$ cat config.mk
export PLATFORM = sky130hd
export DESIGN_NAME = lpkm_mixer
export DESIGN_NICKNAME = d
export VERILOG_FILES = /design/src/hw/rtl/lpkm_pkg.sv /design/src/hw/rtl/lpkm_mixer.sv
export SDC_FILE = /design/constraint.sdc
export NUM_CORES = 2
export LEC_CHECK = 0
export BUFFER_PORTS_ARGS = -buffer_cell sky130_fd_sc_hd__buf_2
export CORE_MARGIN = 2
export CORE_UTILIZATION = 61
export CTS_BUF_LIST = sky130_fd_sc_hd__clkbuf_4
export DETAILED_ROUTE_END_ITERATION = 6
export PLACE_DENSITY_LB_ADDON = 0.08
export SYNTH_ARGS = -nofsm -noshare
export SYNTH_HDL_FRONTEND = slang
export SYNTH_SLANG_ARGS = --single-unit
$ cat constraint.sdc
create_clock -name clk -period 11.3 [get_ports clk]
set_input_delay 2.26 -clock clk [delete_from_list [all_inputs] [get_ports clk]]
set_output_delay 2.26 -clock clk [all_outputs]
set_load 0.1 [all_outputs]
$ cat src/hw/rtl/lpkm_pkg.sv
// Shared types, codes and constants of the linear probe key index map.
package lpkm_pkg;

	localparam int unsigned TABLE_SLOTS_DEF = 64;
	localparam int unsigned INDEX_BITS_DEF = 16;

	localparam int unsigned KEY_W = 64;
	localparam int unsigned ENTRY_W = 16;
	localparam int unsigned STATUS_W = 3;
	localparam int unsigned HASH_W = 64;
	localparam int unsigned MIX_SHIFT = 33;
	localparam logic [HASH_W-1:0] MIX_MULT = 64'hff51afd7ed558ccd;

	localparam logic KIND_LOOKUP = 1'b0;
	localparam logic KIND_INSERT = 1'b1;

	localparam logic [STATUS_W-1:0] ST_HIT = 3'd0;
	localparam logic [STATUS_W-1:0] ST_MISS = 3'd1;
	localparam logic [STATUS_W-1:0] ST_NEW = 3'd2;
	localparam logic [STATUS_W-1:0] ST_REPLACED = 3'd3;
	localparam logic [STATUS_W-1:0] ST_FULL_OR_NULL = 3'd4;

	typedef struct packed {
		logic kind;
		logic [KEY_W-1:0] key;
		logic [ENTRY_W-1:0] entry_index;
	} req_t;

	typedef struct packed {
		logic [STATUS_W-1:0] status;
		logic [ENTRY_W-1:0] found_index;
	} rsp_t;

	// write strobes into the slot memories
	typedef struct packed {
		logic we_used;
		logic we_data;
		logic used_val;
	} mem_wr_t;

	typedef enum logic [1:0] {
		S_CLEAR,
		S_IDLE,
		S_HASH,
		S_PROBE
	} ctrl_state_t;

	typedef enum logic [2:0] {
		M_IDLE,
		M_MUL0,
		M_MUL1,
		M_MUL2,
		M_FOLD,
		M_MOD,
		M_SUB,
		M_DONE
	} mix_state_t;

endpackage

$ cat src/hw/rtl/lpkm_mixer.sv
// Key mixer: xor-shift, 64-bit multiply over three 32x32 products, home slot reduction.
module lpkm_mixer import lpkm_pkg::*; #(
	parameter int unsigned TABLE_SLOTS = TABLE_SLOTS_DEF
) (
	input  logic clk,
	input  logic arst_n,
	input  logic start,
	input  logic [KEY_W-1:0] key,
	output logic done,
	output logic [$clog2(TABLE_SLOTS)-1:0] slot
);

	localparam int unsigned SW = $clog2(TABLE_SLOTS);
	localparam bit POW2 = (TABLE_SLOTS & (TABLE_SLOTS - 1)) == 0;
	localparam int unsigned DIG_W = 16;
	localparam logic [1:0] LAST_DIG = 2'(HASH_W / DIG_W - 1);
	localparam int unsigned RK = 32 + SW;
	localparam logic [63:0] RECIP = ((64'd1 << RK) / 64'(TABLE_SLOTS)) + 64'd1;
	localparam logic [31:0] RECIP_LO = RECIP[31:0];
	localparam logic [31:0] MOD_LO = 32'(TABLE_SLOTS);
	localparam logic [31:0] MULT_LO = MIX_MULT[31:0];
	localparam logic [31:0] MULT_HI = MIX_MULT[63:32];

	mix_state_t state_q, state_d;
	logic [HASH_W-1:0] x_q;
	logic [31:0] lo_q;
	logic [31:0] hi_q;
	logic [HASH_W-1:0] h_q;
	logic [SW-1:0] r_q;
	logic [DIG_W-1:0] q_q;
	logic [1:0] dig_q;

	logic [31:0] mul_a;
	logic [31:0] mul_b;
	logic [63:0] prod;
	logic [HASH_W-1:0] folded;
	logic [31:0] mod_v;
	logic [64:0] qsum;

	assign prod = 64'(mul_a) * 64'(mul_b);
	assign folded = {hi_q, lo_q} ^ ({hi_q, lo_q} >> MIX_SHIFT);
	// running remainder on top of the next 16-bit hash digit
	assign mod_v = {DIG_W'(r_q), h_q[HASH_W-1 -: DIG_W]};
	// reciprocal is 2^32 plus its low word, so add the shifted operand back in
	assign qsum = {1'b0, mod_v, 32'd0} + {1'b0, prod};

	always_comb begin
		state_d = state_q;
		case (state_q)
			M_IDLE: if (start) state_d = M_MUL0;
			M_MUL0: state_d = M_MUL1;
			M_MUL1: state_d = M_MUL2;
			M_MUL2: state_d = M_FOLD;
			M_FOLD: state_d = POW2 ? M_DONE : M_MOD;
			M_MOD: state_d = M_SUB;
			M_SUB: state_d = (dig_q == LAST_DIG) ? M_DONE : M_MOD;
			M_DONE: state_d = M_IDLE;
			default: state_d = M_IDLE;
		endcase
	end

	always_comb begin
		done = 1'b0;
		mul_a = x_q[31:0];
		mul_b = MULT_LO;
		case (state_q)
			M_MUL1: mul_a = x_q[63:32];
			M_MUL2: mul_b = MULT_HI;
			M_MOD: begin
				mul_a = mod_v;
				mul_b = RECIP_LO;
			end
			M_SUB: begin
				mul_a = 32'(q_q);
				mul_b = MOD_LO;
			end
			M_DONE: done = 1'b1;
			default: ;
		endcase
	end

	assign slot = POW2 ? h_q[SW-1:0] : r_q;

	always_ff @(posedge clk or negedge arst_n) begin
		if (!arst_n) begin
			state_q <= M_IDLE;
			dig_q <= '0;
		end else begin
			state_q <= state_d;
			if (state_q == M_FOLD) dig_q <= '0;
			else if (state_q == M_SUB) dig_q <= dig_q + 2'd1;
		end
	end

	// only cross terms that land in the low 64 bits of the product are kept
	always_ff @(posedge clk) begin
		case (state_q)
			M_IDLE: x_q <= key ^ (key >> MIX_SHIFT);
			M_MUL0: begin
				lo_q <= prod[31:0];
				hi_q <= prod[63:32];
			end
			M_MUL1: hi_q <= hi_q + prod[31:0];
			M_MUL2: hi_q <= hi_q + prod[31:0];
			M_FOLD: begin
				h_q <= folded;
				r_q <= '0;
			end
			M_MOD: q_q <= DIG_W'(qsum >> RK);
			M_SUB: begin
				// subtract quotient times slot count, advance to the next digit
				h_q <= {h_q[HASH_W-DIG_W-1:0], {DIG_W{1'b0}}};
				r_q <= SW'(mod_v - prod[31:0]);
			end
			default: ;
		endcase
	end

endmodule

==> flow_metrics.tcl <==
set metrics [dict create \
    tightestPinTransition_ns 1.123 \
    initial_core_util_pct 61.45 \
    hold_path_class "reg -> reg" \
    cts-buffers-inserted 53 \
    clkSinkCount 219 \
    cpMostUsedCell "fa_1" \
    slew_headroom_pct 24.59 \
    portBuffers 73 \
    cts_tree "done" \
    htree_levels 2 \
    grt_pass1_wl_um 185200 \
    netlist_top_cells_area "fa_1, edfxtp_1, ha_1, inv_1, nand2_1" \
    clock_path_buffers 3 \
    cpMaxStageDelayCell "fa_1" \
    hold_buffers 0 \
    antenna_found_initial 3 \
    yosys_register_bits 219 \
    synthCells 3760 \
    synth_cell_types 76 \
    async_flop_share_pct 2.283 \
    hpwl_um 107900 \
    fmax_ghz 0.09087 \
    cts_root_buffer "clkbuf_4" \
    tns_ns 0 \
    syn_area_mm2 0.03771 \
    path_depth 36 \
    ant_nets 0 \
    final_max_slew_viol_count 0 \
    rsz0062_at_grt "no" \
    drt-vias-per-instance 6.016 \
    fin_crit_sh_pct 97.39 \
    cp_data_arrival_time_ns 11.49 \
    drc 0 \
    hold_viol_final 0 \
    die-area_mm2 0.06383 \
    core_mm2 0.06137 \
    synth_edf_count 214 \
    finalNetCount 5102 \
    area_delta_synth_final_pct 7.299 \
    crit_family "adder cells" \
    yosys_warnings 0 \
    critPathRequiredTime_ns 11.78 \
    std_cell_rows 91 \
    slowest_delay_ns 0.64 \
    critical_path_buf_inv_count 6 \
    start_kind "register" \
    end_kind "register" \
    muxShareOfSynthArea_pct 1.423 \
    gr-total-overflow 0 \
    grt_max_degree 81 \
    wl_per_cell_um 26.19 \
    critPathKind "reg -> reg" \
    synth_fa_ha_area_share_pct 49.80 \
    avgSynthCellArea_um2 10.03 \
    synth_xor_area_share_pct 4.830 \
    io_pins 74 \
    num_vias 28600 \
    yosysTopAreaCellShare_pct 33.81 \
    synth.most_common_cell "inv_1" \
    path_max_fanout 10 \
    die_h_um 252.6 \
    dieWidth_um 252.6 \
    setup_viol 0 \
    period_needed_ns 11.00 \
    wl_um 124500 \
    cts_setup_buffers 0 \
    grt_use_total_pct 40.16 \
    gp_congestion 1.031 \
    synth_top_family_by_area "adder cells" \
    synth_common_cells "inv_1, fa_1, ha_1" \
    drtPass1Iterations 6 \
    grt_pass1_vias 29880 \
    drt_iter0_markers 3282 \
    worstHoldPathCells 1 \
    insertion_delay_ns 0.76 \
    r2r.worst_path.cells 36 \
    synth_nets 4945 \
    drv_cap 0 \
    dpl_worst_slack_ns 0.2947 \
    outcome "finished clean" \
    yosysTopAreaCell "fa_1" \
    holdWs_ns 0.4956 \
    synth-seq-area-share_pct 17.37 \
    fin_skew_ns 0.04252 \
    synth-compound-area-share_pct 8.954 \
    clk_pin_slew_ns 0.07 \
    drive_above_1_share_pct 9.086 \
    synth_flop_cell "edfxtp_1" \
    yosys.area_share.simple_pct 8.025 \
    setup_slack_ns 0.2953 \
]
## metal layers
metal | track usage (%) | share of wire, %
met5 | 0 | 0.0088
met4 | 21.56 | 6.6
met3 | 7.611 | 9.5
met2 | 63.24 | 46
met1 | 52.96 | 38
## worst paths after layout
kind	startpoint	slack, ns	endpoint
worst min-delay path	dig_q[0]	0.50	dig_q[0]
max in group asynchronous	arst_n	9.74	state_q[1]
worst min register to register	dig_q[0]	0.50	dig_q[0]
worst max-delay path	state_q[0]	0.30	q_q[13]
worst max register to register	state_q[0]	0.30	q_q[13]
min in group asynchronous	arst_n	1.37	dig_q[1]
## logic make-up after synthesis
logic type / after synthesis
AO/OA/AOI/OAI: 526
AND/OR/NAND/NOR: 683
XOR/XNOR: 208
buffers and inverters: 953
multiplexers: 52
adder cells (fa/ha/maj): 1119
flip-flops: 219
## final cells by class
type                            count  area (um^2)
Inverter                          852         3198
Timing Repair Buffer              203         1366
Clock inverter                     21        126.4
Clock buffer                       79        593.1
Sequential cell                   219         6558
Antenna cell                        2        5.005
Tap cell                          790        988.4
Fill cell                        4941        20900
Multi-Input combinational cell   2588        27630
## sequential cells by signal, indices dropped and copies added (netlist names)
name,count
q_q,16
h_q,64
dig_q,2
x_q,64
r_q,6
lo_q,32
hi_q,32
state_q,3
## cell usage in the layout, fill, tap and decap left out, drive strengths merged, types with 13 or more instances in the layout
master and instances:
xor2 87, fa 637, a21oi 174, edfxtp 214, nand2 289, ha 481, o21bai 21, inv 847
o21ai 118, or2 13, clkinv 23, o21a 22, buf 203, a22o 15, nand4 26, nor2 196
nand2b 42, nor2b 13, and3 20, xnor2 121, nor3 21, mux2 13, nand3 28, and2 15
clkbuf 79, mux2i 39, a21o 73
## through the flow
step / utilization (%) / std cells / cell area [um^2]
global route: 65.94 / 4754 / 40470
global placement: 64.67 / 4652 / 39690
finish: 65.94 / 4754 / 40470
floorplan: - / 3760 / 37710
CTS: 65.84 / 4752 / 40410
detailed placement: 64.67 / 4652 / 39690
## repair_timing
item / in CTS / in global routing
setup endpoints to repair: 0 / 10
gates resized for setup: 0 / 15
endpoints found under the hold margin: 0 / 0
## worst reg2reg max path: cells and delay by family (launching register included)
family | cells | cell delay (ns)
buffers and inverters | 6 | 0.83
xor gates and xnor gates | 1 | 0.45
and+or+nand+nor | 9 | 1.65
adders and majority gates | 10 | 4.93
DFF | 1 | 0.43
AOI/OAI and AO/OA | 10 | 2.47
Power is not shown: default switching activity piles up to over one toggle a cycle in this logic, so the estimate is an artifact.
